$ cat src/hw/rtl/mbt_pkg.sv
// ----------------------------------------------------------------------------
// mbt_pkg
// Shared types and constants for the multiset bag table unit.
// ----------------------------------------------------------------------------
`default_nettype none

package mbt_pkg;

  // Fixed field widths of the request and result words
  localparam int unsigned REQ_W   = 2;
  localparam int unsigned VAL_W   = 32;
  localparam int unsigned CNT_O_W = 5;

  // Defaults for the top-level parameters
  localparam int unsigned CAPACITY_DEF    = 16;
  localparam int unsigned VALUE_WIDTH_DEF = 32;

  // Request kinds
  typedef enum logic [REQ_W-1:0] {
    REQ_ADD    = 2'd0,
    REQ_REMOVE = 2'd1,
    REQ_QUERY  = 2'd2,
    REQ_CLEAR  = 2'd3
  } req_kind_t;

  // Sequencer states
  typedef enum logic [2:0] {
    ST_IDLE,
    ST_SCAN,
    ST_MOVE,
    ST_EMIT
  } mbt_state_t;

endpackage : mbt_pkg

`default_nettype wire

$ cat src/hw/rtl/mbt_req_if.sv
// ----------------------------------------------------------------------------
// mbt_req_if
// Request channel: valid/ready handshake carrying request kind and value.
// ----------------------------------------------------------------------------
`default_nettype none

interface mbt_req_if;
  logic                      valid;
  logic                      ready;
  logic [mbt_pkg::REQ_W-1:0] req_type;
  logic [mbt_pkg::VAL_W-1:0] value;

  modport source (output valid, output req_type, output value, input ready);
  modport sink   (input valid, input req_type, input value, output ready);
endinterface : mbt_req_if

`default_nettype wire

$ cat src/hw/rtl/mbt_rsp_if.sv
// ----------------------------------------------------------------------------
// mbt_rsp_if
// Result channel: valid/ready handshake carrying one result word.
// ----------------------------------------------------------------------------
`default_nettype none

interface mbt_rsp_if;
  logic                        valid;
  logic                        ready;
  logic                        success;
  logic [mbt_pkg::CNT_O_W-1:0] frequency;
  logic                        present;
  logic [mbt_pkg::CNT_O_W-1:0] size;

  modport source (output valid, output success, output frequency, output present,
                  output size, input ready);
  modport sink   (input valid, input success, input frequency, input present,
                  input size, output ready);
endinterface : mbt_rsp_if

`default_nettype wire

$ cat src/hw/rtl/multiset_bag_table_unit.sv
// ----------------------------------------------------------------------------
// multiset_bag_table_unit
// Fixed-capacity unordered multiset kept as a packed array in one memory.
// ----------------------------------------------------------------------------
// The bag holds up to CAPACITY values in a single-port-write, registered-read
// memory plus an entry count; one request word is taken at a time and gives
// one result word. Add and clear are accepted, then load their result. Query
// walks the n stored entries one memory read per cycle; remove walks until the
// first match, reads the last entry and writes it into the hole. A result
// waits in an output register, so the next request word is taken while the
// previous result has not yet been collected. No clearing pass is needed
// after reset: only entries below the count are ever used.
`default_nettype none

module multiset_bag_table_unit #(
  parameter int unsigned CAPACITY    = mbt_pkg::CAPACITY_DEF,
  parameter int unsigned VALUE_WIDTH = mbt_pkg::VALUE_WIDTH_DEF
) (
  input  wire         clk,
  input  wire         rst_n,
  mbt_req_if.sink     in_ch,
  mbt_rsp_if.source   out_ch
);
  import mbt_pkg::*;

  // Stored width: the value field never carries more than VAL_W bits
  localparam int unsigned SW = (VALUE_WIDTH < VAL_W) ? VALUE_WIDTH : VAL_W;
  localparam int unsigned IW = (CAPACITY > 1) ? $clog2(CAPACITY) : 1;
  localparam int unsigned CW = $clog2(CAPACITY + 1);

  // Entry memory
  logic [SW-1:0] entry_mem [CAPACITY];
  logic [SW-1:0] rd_data_r;
  logic [IW-1:0] rd_addr;
  logic          wr_en;
  logic [IW-1:0] wr_addr;
  logic [SW-1:0] wr_data;

  // Control and working registers
  mbt_state_t    state_r, state_nxt;
  req_kind_t     kind_r, kind_nxt;
  logic [SW-1:0] val_r, val_nxt;
  logic [IW-1:0] scan_idx_r, scan_idx_nxt;
  logic [IW-1:0] hit_idx_r, hit_idx_nxt;
  logic [CW-1:0] freq_r, freq_nxt;
  logic [CW-1:0] count_r, count_nxt;
  logic          ok_r, ok_nxt;

  // Output register
  logic               out_valid_r, out_valid_nxt;
  logic               out_ok_r, out_ok_nxt;
  logic [CNT_O_W-1:0] out_freq_r, out_freq_nxt;
  logic               out_pres_r, out_pres_nxt;
  logic [CNT_O_W-1:0] out_size_r, out_size_nxt;

  logic          accept;
  logic [SW-1:0] in_val;
  logic [CW-1:0] last_cnt;
  logic [CW-1:0] scan_next;
  logic          hit;
  logic          scan_end;
  logic          load_out;

  assign accept    = in_ch.valid && (state_r == ST_IDLE);
  assign in_val    = in_ch.value[SW-1:0];
  assign last_cnt  = count_r - CW'(1);
  assign scan_next = CW'(scan_idx_r) + CW'(1);
  assign hit       = (rd_data_r == val_r);
  assign scan_end  = (scan_next == count_r);
  assign load_out  = (state_r == ST_EMIT) && (!out_valid_r || out_ch.ready);

  assign in_ch.ready      = (state_r == ST_IDLE);
  assign out_ch.valid     = out_valid_r;
  assign out_ch.success   = out_ok_r;
  assign out_ch.frequency = out_freq_r;
  assign out_ch.present   = out_pres_r;
  assign out_ch.size      = out_size_r;

  // Next state, memory port control and result capture
  always_comb begin
    state_nxt    = state_r;
    kind_nxt     = kind_r;
    val_nxt      = val_r;
    scan_idx_nxt = scan_idx_r;
    hit_idx_nxt  = hit_idx_r;
    freq_nxt     = freq_r;
    count_nxt    = count_r;
    ok_nxt       = ok_r;
    rd_addr      = scan_idx_r;
    wr_en        = 1'b0;
    wr_addr      = count_r[IW-1:0];
    wr_data      = in_val;

    unique case (state_r)
      ST_IDLE: begin
        rd_addr = '0;
        if (accept) begin
          kind_nxt     = req_kind_t'(in_ch.req_type);
          val_nxt      = in_val;
          scan_idx_nxt = '0;
          freq_nxt     = '0;
          state_nxt    = ST_EMIT;
          unique case (req_kind_t'(in_ch.req_type))
            REQ_ADD: begin
              // append when there is room
              ok_nxt = (count_r < CW'(CAPACITY));
              if (count_r < CW'(CAPACITY)) begin
                wr_en     = 1'b1;
                count_nxt = count_r + CW'(1);
              end
            end
            REQ_REMOVE: begin
              ok_nxt = 1'b0;
              if (count_r != '0) begin
                state_nxt = ST_SCAN;
              end
            end
            REQ_QUERY: begin
              ok_nxt = 1'b1;
              if (count_r != '0) begin
                state_nxt = ST_SCAN;
              end
            end
            REQ_CLEAR: begin
              ok_nxt    = 1'b1;
              count_nxt = '0;
            end
            default: begin
              ok_nxt = 1'b1;
            end
          endcase
        end
      end

      ST_SCAN: begin
        // compare the entry read last cycle, fetch the next one
        rd_addr = scan_next[IW-1:0];
        if (kind_r == REQ_REMOVE) begin
          if (hit) begin
            hit_idx_nxt = scan_idx_r;
            count_nxt   = last_cnt;
            rd_addr     = last_cnt[IW-1:0];
            state_nxt   = ST_MOVE;
          end else if (scan_end) begin
            state_nxt = ST_EMIT;
          end else begin
            scan_idx_nxt = scan_next[IW-1:0];
          end
        end else begin
          if (hit) begin
            freq_nxt = freq_r + CW'(1);
          end
          if (scan_end) begin
            state_nxt = ST_EMIT;
          end else begin
            scan_idx_nxt = scan_next[IW-1:0];
          end
        end
      end

      ST_MOVE: begin
        // fill the hole with the last entry
        wr_en     = 1'b1;
        wr_addr   = hit_idx_r;
        wr_data   = rd_data_r;
        ok_nxt    = 1'b1;
        state_nxt = ST_EMIT;
      end

      ST_EMIT: begin
        if (load_out) begin
          state_nxt = ST_IDLE;
        end
      end

      default: begin
        state_nxt = ST_IDLE;
      end
    endcase
  end

  // Output register: hold until taken, load a new word when free
  always_comb begin
    out_valid_nxt = out_valid_r && !out_ch.ready;
    out_ok_nxt    = out_ok_r;
    out_freq_nxt  = out_freq_r;
    out_pres_nxt  = out_pres_r;
    out_size_nxt  = out_size_r;
    if (load_out) begin
      out_valid_nxt = 1'b1;
      out_ok_nxt    = ok_r;
      out_freq_nxt  = CNT_O_W'(freq_r);
      out_pres_nxt  = (freq_r != '0);
      out_size_nxt  = CNT_O_W'(count_r);
    end
  end

  // Memory write and registered read
  always_ff @(posedge clk) begin
    if (wr_en) begin
      entry_mem[wr_addr] <= wr_data;
    end
    rd_data_r <= entry_mem[rd_addr];
  end

  // Control registers
  always_ff @(posedge clk) begin
    if (!rst_n) begin
      state_r     <= ST_IDLE;
      count_r     <= '0;
      out_valid_r <= 1'b0;
    end else begin
      state_r     <= state_nxt;
      count_r     <= count_nxt;
      out_valid_r <= out_valid_nxt;
    end
  end

  // Payload registers
  always_ff @(posedge clk) begin
    kind_r     <= kind_nxt;
    val_r      <= val_nxt;
    scan_idx_r <= scan_idx_nxt;
    hit_idx_r  <= hit_idx_nxt;
    freq_r     <= freq_nxt;
    ok_r       <= ok_nxt;
    out_ok_r   <= out_ok_nxt;
    out_freq_r <= out_freq_nxt;
    out_pres_r <= out_pres_nxt;
    out_size_r <= out_size_nxt;
  end

endmodule : multiset_bag_table_unit

`default_nettype wire
$ cat src/flat_wrapper.sv
// flat-port wrapper written by rule: the top's interface ports become plain ports
module multiset_bag_table_unit_flat import mbt_pkg::*;
#(
  parameter int unsigned CAPACITY    = mbt_pkg::CAPACITY_DEF,
  parameter int unsigned VALUE_WIDTH = mbt_pkg::VALUE_WIDTH_DEF
)
  (clk, rst_n, in_ch_valid, in_ch_req_type, in_ch_value, in_ch_ready, out_ch_valid, out_ch_success, out_ch_frequency, out_ch_present, out_ch_size, out_ch_ready);
  mbt_req_if in_ch_i ();
  mbt_rsp_if out_ch_i ();
  input  wire clk;
  input  wire rst_n;
  input wire logic [$bits(in_ch_i.valid)-1:0] in_ch_valid;
  input wire logic [$bits(in_ch_i.req_type)-1:0] in_ch_req_type;
  input wire logic [$bits(in_ch_i.value)-1:0] in_ch_value;
  output wire logic [$bits(in_ch_i.ready)-1:0] in_ch_ready;
  output wire logic [$bits(out_ch_i.valid)-1:0] out_ch_valid;
  output wire logic [$bits(out_ch_i.success)-1:0] out_ch_success;
  output wire logic [$bits(out_ch_i.frequency)-1:0] out_ch_frequency;
  output wire logic [$bits(out_ch_i.present)-1:0] out_ch_present;
  output wire logic [$bits(out_ch_i.size)-1:0] out_ch_size;
  input wire logic [$bits(out_ch_i.ready)-1:0] out_ch_ready;
  assign in_ch_i.valid = in_ch_valid;
  assign in_ch_i.req_type = in_ch_req_type;
  assign in_ch_i.value = in_ch_value;
  assign in_ch_ready = in_ch_i.ready;
  assign out_ch_valid = out_ch_i.valid;
  assign out_ch_success = out_ch_i.success;
  assign out_ch_frequency = out_ch_i.frequency;
  assign out_ch_present = out_ch_i.present;
  assign out_ch_size = out_ch_i.size;
  assign out_ch_i.ready = out_ch_ready;
  multiset_bag_table_unit #(.CAPACITY(CAPACITY), .VALUE_WIDTH(VALUE_WIDTH)) u_core (.clk(clk), .rst_n(rst_n), .in_ch(in_ch_i), .out_ch(out_ch_i));
endmodule
$ cat config.mk
export PLATFORM = sky130hd
export DESIGN_NAME = multiset_bag_table_unit_flat
export DESIGN_NICKNAME = d
export VERILOG_FILES = /design/src/hw/rtl/mbt_pkg.sv /design/src/hw/rtl/mbt_req_if.sv /design/src/hw/rtl/mbt_rsp_if.sv /design/src/hw/rtl/multiset_bag_table_unit.sv /design/src/flat_wrapper.sv
export SDC_FILE = /design/constraint.sdc
export NUM_CORES = 1
export LEC_CHECK = 0
export BUFFER_PORTS_ARGS = -buffer_cell sky130_fd_sc_hd__buf_2
export CAP_MARGIN = 20
export CORE_ASPECT_RATIO = 0.5
export CORE_MARGIN = 1.5
export CORE_UTILIZATION = 43
export CTS_BUF_LIST = sky130_fd_sc_hd__clkbuf_4 sky130_fd_sc_hd__clkbuf_8 sky130_fd_sc_hd__clkbuf_16
export CTS_CLUSTER_DIAMETER = 200
export DETAILED_ROUTE_END_ITERATION = 10
export PLACE_DENSITY = 0.64
export SYNTH_ARGS = -nofsm -noshare
export SYNTH_HDL_FRONTEND = slang
export SYNTH_SLANG_ARGS = --single-unit
export TNS_END_PERCENT = 100
$ cat constraint.sdc
create_clock -name clk -period 3.8 [get_ports clk]
set_clock_uncertainty 0.2 [all_clocks]
set_input_delay 0.19 -clock clk [delete_from_list [all_inputs] [get_ports clk]]
set_output_delay 0.19 -clock clk [all_outputs]
set_load 0.02 [all_outputs]
== After elaboration in Yosys (flattened, before gate mapping) ==
Memory sizes are Yosys's and may differ from the RTL's. A register that Yosys moved wholly into a read port is not among the register bits.
Index checks and enable logic that the tools add are counted.

* Register bits after elaboration: 69
* Memory bits (writable): 512
* Input bits: 38
* Output and inout bits: 14
* Word-level logic and storage cells: 95
* Memories kept: 1

* Add/sub/neg operators: 4
* $lt $le $gt $ge: 1
* Equal/unequal tests: 17
* Mux-type cells: 38
* Reduce and logical (&&, ||, !) cells: 21

{| class="wikitable"
|+ Memories
! memory !! depth !! width !! rd ports !! clocked after Yosys merged registers in !! wr ports !! line !! text
|-
| u_core.entry_mem || 16 || 32 || 1 || 1 || 1 || multiset_bag_table_unit.sv:32 || <nowiki>logic [SW-1:0] entry_mem [CAPACITY];</nowiki>
|}

{| class="wikitable"
|+ Operator list
! kind !! number
|-
| $mux W5 || 7
|-
| $eq A32 B32 Y1 || 1
|-
| $mux W32 || 1
|-
| $pmux W5 S2 || 3
|-
| $mux W4 || 7
|-
| $mux W3 || 6
|-
| $pmux W4 S2 || 2
|-
| $pmux W3 S4 || 1
|-
| $add A5 B1 Y5 const B || 2
|-
| $reduce_bool A5 Y1 || 2
|-
| $ne A2 B1 Y1 const B || 4
|-
| $mux W1 || 7
|-
| $eq A3 B2 Y1 const B || 2
|-
| $reduce_and A2 Y1 || 3
|-
| $reduce_and A3 Y1 || 2
|-
| $reduce_and A6 Y1 || 1
|-
| $add A4 B1 Y5 const B || 1
|-
| $eq A5 B5 Y1 || 1
|-
| $lt A5 B5 Y1 const B || 1
|-
| $sub A5 B1 Y5 const B || 1
|-
| $eq A2 B1 Y1 const B || 2
|-
| $eq A2 B2 Y1 const B || 2
|-
| $pmux W1 S2 || 2
|-
| $reduce_and A4 Y1 || 1
|-
| 14 further kinds || 19
|}

== Longest topological paths before layout ==
Gate-level depths: netlist of run 1.

* Word-level depth: 7
* Depth in mapped cells: 12

== Least setup slack after synthesis of run 1 ==
No wires, ideal clock.

* Kind: register to register
* From: register u_core.state_r[2]
* To: memory u_core.entry_mem[1][0] in the netlist's numbering, enable pin
* Arrival: 3,300 ps
* Path slack: -121 ps
* Cell stages (with the launch flop): 8
* Buffers on the path: 1
* Period minus slack after synthesis: 3,921 ps
* Cells stage by stage: dfxtp_1 or2_1 clkbuf_1 nor2_1 nand2_1 nor4b_1 a32oi_1 nor2_1

* Word-level cells in the longest chain between the ends: 6
* Elaborated cells on any way between the ends: 8

{| class="wikitable"
|+ RTL lines
! element !! line !! text
|-
| start, declared || multiset_bag_table_unit.sv:40 || <nowiki>mbt_state_t state_r, state_nxt;</nowiki>
|-
| start signal, assigned || multiset_bag_table_unit.sv:213 || <nowiki>state_r <= state_nxt;</nowiki>
|-
| $logic_not A3 Y1 (*) || -- ||
|-
| named net in_ch_ready || flat_wrapper.sv:15 || <nowiki>output wire logic [$bits(in_ch_i.ready)-1:0] in_ch_ready;</nowiki>
|-
| $logic_and A1 B1 Y1 || multiset_bag_table_unit.sv:64 || <nowiki>assign accept = in_ch.valid && (state_r == ST_IDLE);</nowiki>
|-
| $mux W1 || multiset_bag_table_unit.sv:97 || <nowiki>if (accept) begin</nowiki>
|-
| $pmux W1 S2 (*) || multiset_bag_table_unit.sv:94 || <nowiki>unique case (state_r)</nowiki>
|-
| $mux W1 (*) || multiset_bag_table_unit.sv:200 || <nowiki>if (wr_en) begin</nowiki>
|-
| $mux W1 (not written as such) (*) || multiset_bag_table_unit.sv:201 || <nowiki>entry_mem[wr_addr] <= wr_data;</nowiki>
|-
| end, declared || multiset_bag_table_unit.sv:32 ||
|}

The timed path passes the listed nets; every way through them passes the cells marked *.

== Final worst setup path of run 1 ==
* From: register u_core.val_r[28]
* To: register u_core.rd_data_r[28], read port of u_core.entry_mem

* Word-level cells in the longest chain between the ends: 4

{| class="wikitable"
|+ RTL lines
! element !! line !! text
|-
| start, declared || multiset_bag_table_unit.sv:42 || <nowiki>logic [SW-1:0] val_r, val_nxt;</nowiki>
|-
| start signal, assigned || multiset_bag_table_unit.sv:222 || <nowiki>val_r <= val_nxt;</nowiki>
|-
| $eq A32 B32 Y1 || multiset_bag_table_unit.sv:68 || <nowiki>assign hit = (rd_data_r == val_r);</nowiki>
|-
| $mux W4 || multiset_bag_table_unit.sv:139 || <nowiki>if (hit) begin</nowiki>
|-
| $mux W4 || multiset_bag_table_unit.sv:138 || <nowiki>if (kind_r == REQ_REMOVE) begin</nowiki>
|-
| $pmux W4 S2 || multiset_bag_table_unit.sv:94 ||
|-
| end, declared || multiset_bag_table_unit.sv:33 || <nowiki>logic [SW-1:0] rd_data_r;</nowiki>
|}

No other way between the ends.
A chain may end at the register's enable or synchronous reset.

==> results.md, run 1 <==
* Endpoints failing hold at 0
* IO buf count at 51
* Final Slew Violations at 0
* Post-Place Cell Area at 26500 sq um
* Clk root buf: clkbuf_16
* Ys Warns at 0
* Hold Crit Class: primary input to register
* Area Overhead vs Synth at 15.6%
* Inserted Clock Buffers at 54
* Status: complete, no violations
* Synthesized area at around 25000 sq um
* Antenna violations before repair at 0
* All-layer global routing usage at 19.4%
* Die height at 173 um
* Synthesized net count at 1577
* Main synth FF type: edfxtp_1
* Core region area at 57200 sq um
* Sequential standard cell area at about 18000 sq um
* Number of DRC markers in iteration 0 at 1197
* DRC errors left at 0
* Die X at 343 um
* # diodes at 0
* Vias at 13500
* Post-layout min period at 3.51 ns
* Vias in the first global route at 13100
* Synth top area share at 69.2%
* Commonest non-fill, non-tap cells in the layout: edfxtp_1, mux2i_1, nand2_1
* WL final at 57500 um
* Largest net degree at the start of global routing at 54
* Cells after Synth at 1529
* Gpl congestion at 0.764
* Cell area power density at 495 nW/um^2
* CTS clk-pin slew, worst paths at 0.07 ns
* CP required at 4.08 ns
* Post-DP HPWL at 29700 um
* Area leader, netlist: edfxtp_1
* Critical path capture point type: register
* CTS Sinks at 613
* Postcts setup bufs at 0
* Vias per inst at roughly 5.5
* Leakage Power at 10.4 nW
* Top cells by area, synth: edfxtp_1, mux2i_1, dfxtp_1
* Commonest non-fill, non-tap cell in the layout: edfxtp_1
* Most Frequent Cell on Critical Path: mux2i_1
* Post-synth EDFFs at roughly 570
* Clk Latency, worst-skew pair at 0.61 ns
* DIE AREA at 59300 sq um
* Grt ovf at 0
* Post-route setup TNS at 0 ns
* Fmax at approximately 290 MHz
* WS Path Type: register to register
* Yosys reg bits at a little over 600
* Seq/Total Area, Yosys at approximately 72%
* Max stage delay on crit path at 0.46 ns
* Final Cell Area at 28700 sq um
* Router iterations before antenna repair at 7
* Max VDD drop at 0.374 mV
* Ports at 52
* Worst slew margin at 27.6%
* Share of post-route cells with drive strength above 1 at 14.1%
* Starting density of the core at 43.4%
* Final setup fails at 0
* Critical path's top delay family: simple AND/OR/NAND/NOR gates
* FFs w/ async S/R, synth at 0%
* Antenna-violating nets left at 0
* TritonCTS clock tree: done
* Slowest CP cell: nor4_4
* H-Tree Depth at 2
* DR WL/cell at ~23 um
* Max Root-Sink Buffers at 3
* Crit-path cells: xnor2_1 > nand4_1 > nor4_4 > a31oi_1 > nor3b_4 > buf_12 > buf_4 > mux2i_1 > mux2i_1 > a22oi_1 > nand3_1
* Worst path buffer plus inverter count at 2
* Max_cap viols at 0
* Period utilization at 92.3%
* Hold_ws at 0.119 ns
* Rows at 62
* Final core utilization at 50.2%
* Synth unique cells at between 50 and 60
* Synth Area per Inst at around 16 sq um
* First-pass GRT wire length at 85500 um
* Worst slew pin tran at 1.08 ns
* Final nets at 1694
* CP arrival at 3.79 ns
* CP startpoint kind: register
* Number of fillers in the final layout at 4719
* CP max FO at 16
* Area of the multi-input gates at around 6400 sq um
* RSZ-0062 raised after global routing: no
[report_power, final]
part           leakage, nW  internal [mW]  switching (mW)  total, mW
registers             5.51           7.54          0.0813       7.62
clock network        0.907           3.06            2.40       5.46
logic                 3.94          0.452           0.696       1.15
total                 10.4           11.1            3.17       14.2
[flip-flops by register name, summed over array words and instances (netlist names)]
name and cells:
u_core.count_r 5, u_core.entry_mem 512, u_core.freq_r 5, u_core.hit_idx_r 4, u_core.kind_r 2, u_core.ok_r 1
u_core.out_ch.frequency 5, u_core.out_ch.present 1, u_core.out_ch.size 5, u_core.out_ch.success 1, u_core.out_ch.valid 1, u_core.rd_data_r 32
u_core.scan_idx_r 4, u_core.state_r 3, u_core.val_r 32
[area by class of cell]
cell class / count / area share, %
clock inverter: 17 / 0.510
clock buffer: 84 / 5.72
multi-input combinational: 818 / 22.3
tap: 768 / 3.35
inverter: 11 / 0.144
sequential: 613 / 62.7
timing repair buffer: 148 / 5.37
[cells by family (layout without fill, tap and decap cells)]
kind of cell	Yosys count	in the layout	share of synthesized area, %
buf+inv	98	260	2.50
simple gates	295	295	6.00
flops	613	613	72.5
compound gates	208	208	6.49
fa+ha+maj	10	10	0.504
other cells	1	1	0.0151
xor+xnor	44	44	1.55
mux	260	260	10.5
[worst paths after layout]
check / from / endpoint / slack, ns / cells after the start
hold reg to reg: u_core.ok_r / u_core.out_ch.success / 0.22 / 0
setup reg to reg: u_core.val_r[28] / u_core.rd_data_r[28] / 0.29 / 11
setup / recovery: u_core.val_r[28] / u_core.rd_data_r[28] / 0.29 / 11
hold / removal: in_ch_value[22] / u_core.val_r[22] / 0.12 / 2
[synthesized netlist by cell type, drive strengths merged, types with 4 or more instances]
master / instances
buf: 39
a31oi: 6
dfxtp: 41
o21ai: 7
a211o: 64
nor2b: 66
or3: 6
clkbuf: 48
mux2i: 260
nor2: 37
a21oi: 9
edfxtp: 572
inv: 11
ha: 10
a211oi: 67
o21a: 4
nand2: 110
a22oi: 34
nor3: 6
nand3: 38
xnor2: 38
xor2: 6
nand3b: 4
and3: 4
nand4: 10
[routing by layer]
metal / share of wire [%] / routed length [um] / global-route usage [%]
met1: 46 / 26500 / 28.7
met2: 47 / 27200 / 31.0
met4: 1.6 / 947 / 3.96
met5: 0 / 0 / 0
met3: 4.9 / 2820 / 2.14
[through the flow]
step,setup WS (ns),power [mW],std cells
floorplan,-0.121,8.49,1529
global placement,0.239,8.86,2319
detailed placement,0.223,8.87,2319
CTS,0.122,14.3,2458
global route,0.0177,14.7,2459
finish,0.293,14.2,2459
[timing repair]
item / in CTS / in global routing
endpoints found under the setup margin: 0 / 15
hold buffers: 38 / 0
resized for setup: 0 / 2
hold endpoints to repair: 44 / 0
(Power assumes the default switching activity.)
==> run 2, diff against run 1 <==
- CORE_UTILIZATION: 43 -> 56
- PLACE_DENSITY: 0.64 -> 0.79
==> run 2 against run 1 <==
Net effect: first-iteration DRC count increased by 57%; clock power is 3% higher; critical path depth unchanged; critical path type unchanged; maximum frequency decreased by 6.6%; utilization is 15 points higher; wire length rose by 0.84%.
==> results.md, run 2 (synthesis gave the netlist of run 1 again) <==
* WL final at 58000 um
* Final Slew Violations at 0
* Post-route setup slack at 0.0450 ns
* All-layer global routing usage at ~25%
* Clock share of power at 39.1%
* Hold Crit Class: primary input to register
* Final Cell Area at 28400 sq um
* CP arrival at 3.97 ns
* Router iterations before antenna repair at 6
* Status: complete, no violations
* Worst slew margin at approximately a quarter
* Worst slew pin tran at 1.13 ns
* Area Overhead vs Synth at 14.2%
* Crit. Startpoint: u_core.val_r[6]
* Vias at 14100
* Worst path buffer plus inverter count at 2
* Share of post-route cells with drive strength above 1 at 14.2%
* Largest register by flop count: u_core.entry_mem
* Grt ovf at 0
* Seq pwr share at 53.1%
* Place WS at -0.00321 ns
* Slowest CP cell: nor4_4
* Final std cells w/o fill at 2284
* Placed Instances at ~2100
* Vias per inst at a little over 6
* Commonest non-fill, non-tap cell in the layout: edfxtp_1
* CP startpoint kind: register
* Starting density of the core at 56.9%
* Final nets at 1700
* Leakage Power at 10.3 nW
* Post-layout min period at about 3.8 ns
* Antenna violations before repair at 1
* Worst r2r path cells at 11
* Max Root-Sink Buffers at 3
* CP max FO at 41
* Largest register FFs at 512
* Logic pwr share at 7.8%
* Cell area power density at around 510 nW/um^2
* WS Path Type: register to register
* Largest regs: u_core.entry_mem x512, u_core.rd_data_r x32, u_core.val_r x32
* Inserted Clock Buffers at 52
* Pint at roughly 11 mW
* CP required at roughly 4 ns
* CTS clk-pin slew, worst paths at around 0.070 ns
* First-pass GRT wire length at 86200 um
* DIE AREA at 45700 sq um
* Antenna-violating nets left at 0
* Post-DP HPWL at 32300 um
* Fmax at 266 MHz
* Die X at 301 um
* Critical path capture point type: register
* Postcts setup bufs at 0
* Final setup fails at 0
* Max_cap viols at 0
* Max stage delay on crit path at between 0.4 and 0.5 ns
* Reg-to-reg setup timing slack at around 0.045 ns
* Critical path's top delay family: simple AND/OR/NAND/NOR gates
* Period utilization at a little under 100%
* Ports at 52
* IO buf count at 51
* DR WL/cell at approximately 25 um
* Die height at 152 um
* R2r endpoint: u_core.rd_data_r[11]
* Switch share at 22.0%
* TritonCTS clock tree: done
* Worst r2r src: u_core.val_r[6]
* Clk Latency, worst-skew pair at 0.59 ns
* Clk root buf: clkbuf_16
* Vias in the first global route at approximately 14000
* CTS Sinks at 613
* Levels on crit path at 11
* Post-Place Cell Area at 26100 sq um
* Max VDD drop at ~0.33 mV
* Core region area at 43600 sq um
* Largest net degree at the start of global routing at approximately 90
* Most Frequent Cell on Critical Path: mux2i_1
* Rows at 54
* Commonest non-fill, non-tap cells in the layout: edfxtp_1, mux2i_1, nand2_1
* H-Tree Depth at 2
* Crit-path cells: xnor2_2 > nand4_1 > nor4_4 > nand3_2 > mux2i_1 > o21ai_4 > buf_4 > buf_12 > mux2i_1 > a22oi_1 > nand3_1
* RSZ-0062 raised after global routing: no
* Endpoints failing hold at 0
* DRC errors left at 0
* End point of the critical path: u_core.rd_data_r[11]
* Switching pwr at 3.16 mW
* Number of DRC markers in iteration 0 at 1885
* Gpl congestion at 0.834
run 2: cell count changes in the layout (fill, tap and decap cells not counted), moves of 2 or more:
| cell | previous run | this run |
|---|---|---|
| buf_12 | 37 | 19 |
| clkinv_2 | 8 | 10 |
| bufinv_16 | 1 | 7 |
| clkbuf_4 | 21 | 9 |
| buf_4 | 22 | 47 |
| clkinv_4 | 0 | 2 |
| clkbuf_16 | 55 | 52 |
run 2: power groups by stage:
stage / Clock [mW] / Sequential, mW / Combinational (mW)
5_1_grt: 5.89 / 7.63 / 1.19
3_3_place_gp: 0 / 7.76 / 1.01
4_1_cts: 5.65 / 7.62 / 1.10
3_5_place_dp: 0 / 7.77 / 1.05
6_report: 5.61 / 7.62 / 1.12
2_1_floorplan: 0 / 7.73 / 0.759
run 2: cell type report:
type | instances | area, sq um
clock buffer | 70 | 1490
timing repair buffer | 156 | 1380
fill | 2873 | 15300
inverter | 11 | 41.3
clock inverter | 27 | 337
tap | 588 | 736
sequential | 613 | 18000
antenna | 1 | 2.50
multi-input combinational | 818 | 6390
run 2: worst min-delay path by stage:
stage / startpoint / endpoint / slack (ns) / cells after the start
after floorplan: in_ch_req_type[0] / u_core.kind_r[0] / 0.09 / 0
after CTS: in_ch_value[0] / u_core.val_r[0] / 0.12 / 2
after global routing: in_ch_value[16] / u_core.val_r[16] / 0.14 / 2
after global placement: in_ch_value[16] / u_core.val_r[16] / 0.19 / 1
after detailed placement: in_ch_value[29] / u_core.val_r[29] / 0.19 / 1
final: in_ch_value[16] / u_core.val_r[16] / 0.14 / 2
run 2: per-layer routing:
layer | vias to the layer above | GRT usage [%] | part of all wire, %
met5 | - | 0 | 0
met4 | 0 | 8.78 | 3.1
met3 | 117 | 4.83 | 9.2
met2 | 743 | 40.7 | 48
met1 | 7108 | 34.6 | 40
li1 | 6170 | - | -
run 2: per-stage QoR:
step | utilization [%] | TNS [ns] | hold slack [ns] | total power, mW
2_1_floorplan | - | -53.17 | 0.0889 | 8.49
3_3_place_gp | 59.9 | 0 | 0.187 | 8.77
3_5_place_dp | 59.9 | -0.00321 | 0.186 | 8.82
4_1_cts | 65.0 | 0 | 0.122 | 14.4
5_1_grt | 65.0 | 0 | 0.139 | 14.7
6_report | 65.0 | 0 | 0.141 | 14.4
run 2: what timing repair did:
item / CTS / global route
pin swaps: 0 / 2
setup endpoints to repair: 1 / 18
endpoints found under the hold margin: 44 / 0
gates resized for setup: 1 / 1
hold buffers: 39 / 0
==> run 3, diff against run 2 <==
- CELL_PAD_IN_SITES_DETAIL_PLACEMENT: not set -> 1
- CELL_PAD_IN_SITES_GLOBAL_PLACEMENT: not set -> 1
- CORE_UTILIZATION: 56 -> 48
==> run 3 against run 2 <==
Net effect: maximum frequency about the same; cell count is 4.6% higher; combinational power up 12%; critical path depth is 2 higher; die area up 16%; global-route usage fell by 0.086 points; sequential power barely moved; highest routed layer unchanged; sequential share of layout area decreased by 1.1 points; total power is 2.3% higher; register-to-register slack about the same; design area increased by 1.7%; first-iteration DRC count decreased by 27%.
==> results.md, run 3 (synthesis gave the netlist of run 1 again) <==
* Clk root buf: clkbuf_16
* CP required at just over 4 ns
* DR WL/cell at 28.9 um
* Largest register FFs at 512
* Gpl congestion at 0.817
* Max Root-Sink Buffers at 3
* Critical path capture point type: register
* Max VDD drop at roughly 0.34 mV
* IO buf count at roughly 50
* Post-layout min period at around 3.8 ns
* Leakage Power at approximately 10 nW
* Met3 Use GR at 4.31%
* WL final at 69000 um
* Commonest non-fill, non-tap cells in the layout: edfxtp_1, mux2i_1, nand2_1
* Final core utilization at roughly 57%
* Vias per inst at 6.05
* TritonCTS clock tree: done
* Largest net degree at the start of global routing at 67
* Antenna-violating nets left at 0
* Largest regs: u_core.entry_mem x512, u_core.rd_data_r x32, u_core.val_r x32
* Inserted Clock Buffers at 53
* Status: complete, no violations
* CTS clk-pin slew, worst paths at 0.07 ns
* RSZ-0062 raised after global routing: yes
* Tot Pwr at about 15 mW
* DIE AREA at 53200 sq um
* WS Path Type: register to register
* CP arrival at 4.04 ns
* Ports at 52
* Most Crowded Layer GR: met2
* Die X at 325 um
* Final nets at roughly 1700
* First-pass GRT wire length at roughly 98000 um
* # diodes at 0
* All-layer global routing usage at 25.1%
* Worst path buffer plus inverter count at 4
* Share of post-route cells with drive strength above 1 at 15.1%
* Max_cap viols at 0
* Period utilization at 98.9%
* H-Tree Depth at 2
* Worst slew pin tran at 1.09 ns
* Commonest non-fill, non-tap cell in the layout: edfxtp_1
* Router iterations before antenna repair at 5
* Worst slew margin at 26.9%
* Largest register by flop count: u_core.entry_mem
* Core region area at 50700 sq um
* Starting density of the core at 49.0%
* CP startpoint kind: register
* Die height at 164 um
* Number of DRC markers in iteration 0 at ~1400
* Final setup fails at 0
* CTS Sinks at 613
* Crit-path cells: xnor2_2 > nand4_1 > nor4_4 > buf_4 > a31oi_1 > nor3b_4 > buf_12 > buf_12 > buf_6 > mux2i_1 > mux2i_1 > a22oi_1 > nand3_1
* Antenna violations before repair at 0
* Critical path's top delay family: simple AND/OR/NAND/NOR gates
* Final Slew Violations at 0
* DRC errors left at 0
* Grt met2 use at 43.3%
* Fmax at 266 MHz
* Rows at between 50 and 60
* Grt ovf at 0
* GR Layer Usage met1 at 32.5%
* Area Overhead vs Synth at 16.2%
* Post-DP HPWL at about 35000 um
* Hold Crit Class: primary input to register
* Clk Latency, worst-skew pair at 0.62 ns
* Endpoints failing hold at 0
* CP max FO at 14
* Vias at 14400
* Cell area power density at between 500 and 600 nW/um^2
* Vias in the first global route at 15200
* Max stage delay on crit path at 0.42 ns
* Slowest CP cell: edfxtp_1
[run 3: where the power goes]
group          total, mW  switching [mW]  internal, mW
Sequential          7.63          0.0974          7.53
Clock               5.80            2.52          3.28
Combinational       1.25           0.782         0.473
Total               14.7            3.40          11.3
[run 3: area by class of cell]
type,count,area [sq um]
repair buffers,157,1630
clock buffers,79,1560
flip-flops and latches,613,18000
multi-input cells,818,6480
clock inverters,21,277
well taps,690,863
inverters,11,41.3
fillers,4633,21800
[run 3: final timing paths]
kind                                        from                         end  slack (ns)  cells after the start
worst min register to register  u_core.freq_r[4]  u_core.out_ch.frequency[4]        0.30                      0
worst max register to register   u_core.val_r[1]        u_core.rd_data_r[22]        0.04                     13
worst max-delay path             u_core.val_r[1]        u_core.rd_data_r[22]        0.04                     13
worst min-delay path              in_ch_value[7]             u_core.val_r[7]         0.1                      2
[run 3: layer usage]
metal	vias to the layer above	share of wire, %	routed length (um)
li1	6167	-	-
met1	7540	40	27800
met2	620	50	34500
met3	121	7.0	4850
met4	0	2.6	1810
met5	-	0	0
[run 3: what timing repair did]
action,in CTS,in global routing
setup buffers,4,5
pin swaps,2,10
cloned,0,3
resized for setup,1,18
hold buffers,39,0
endpoints found under the hold margin,48,0
setup endpoints to repair,32,33
[run 3: worst reg2reg max path, cell delays in order (launching register included)]
cell and delay [ns]:
edfxtp_1 0.42, xnor2_2 0.31, nand4_1 0.28, nor4_4 0.39
buf_4 0.21, a31oi_1 0.13, nor3b_4 0.34, buf_12 0.18
buf_12 0.17, buf_6 0.23, mux2i_1 0.32, mux2i_1 0.14
a22oi_1 0.23, nand3_1 0.09
[run 3: metrics by stage]
stage | setup slack [ns] | setup TNS (ns) | area (sq um) | hold WS, ns | cells
2_1_floorplan | -0.121 | -53.17 | 24800 | 0.0889 | 1529
3_3_place_gp | -0.133 | -1.19 | 26400 | 0.180 | 2237
3_5_place_dp | -0.227 | -3.47 | 26400 | 0.185 | 2237
4_1_cts | 0.00759 | 0 | 28600 | 0.0780 | 2380
5_1_grt | -0.0482 | -0.297 | 28900 | 0.123 | 2389
6_report | 0.0416 | 0 | 28900 | 0.0960 | 2389
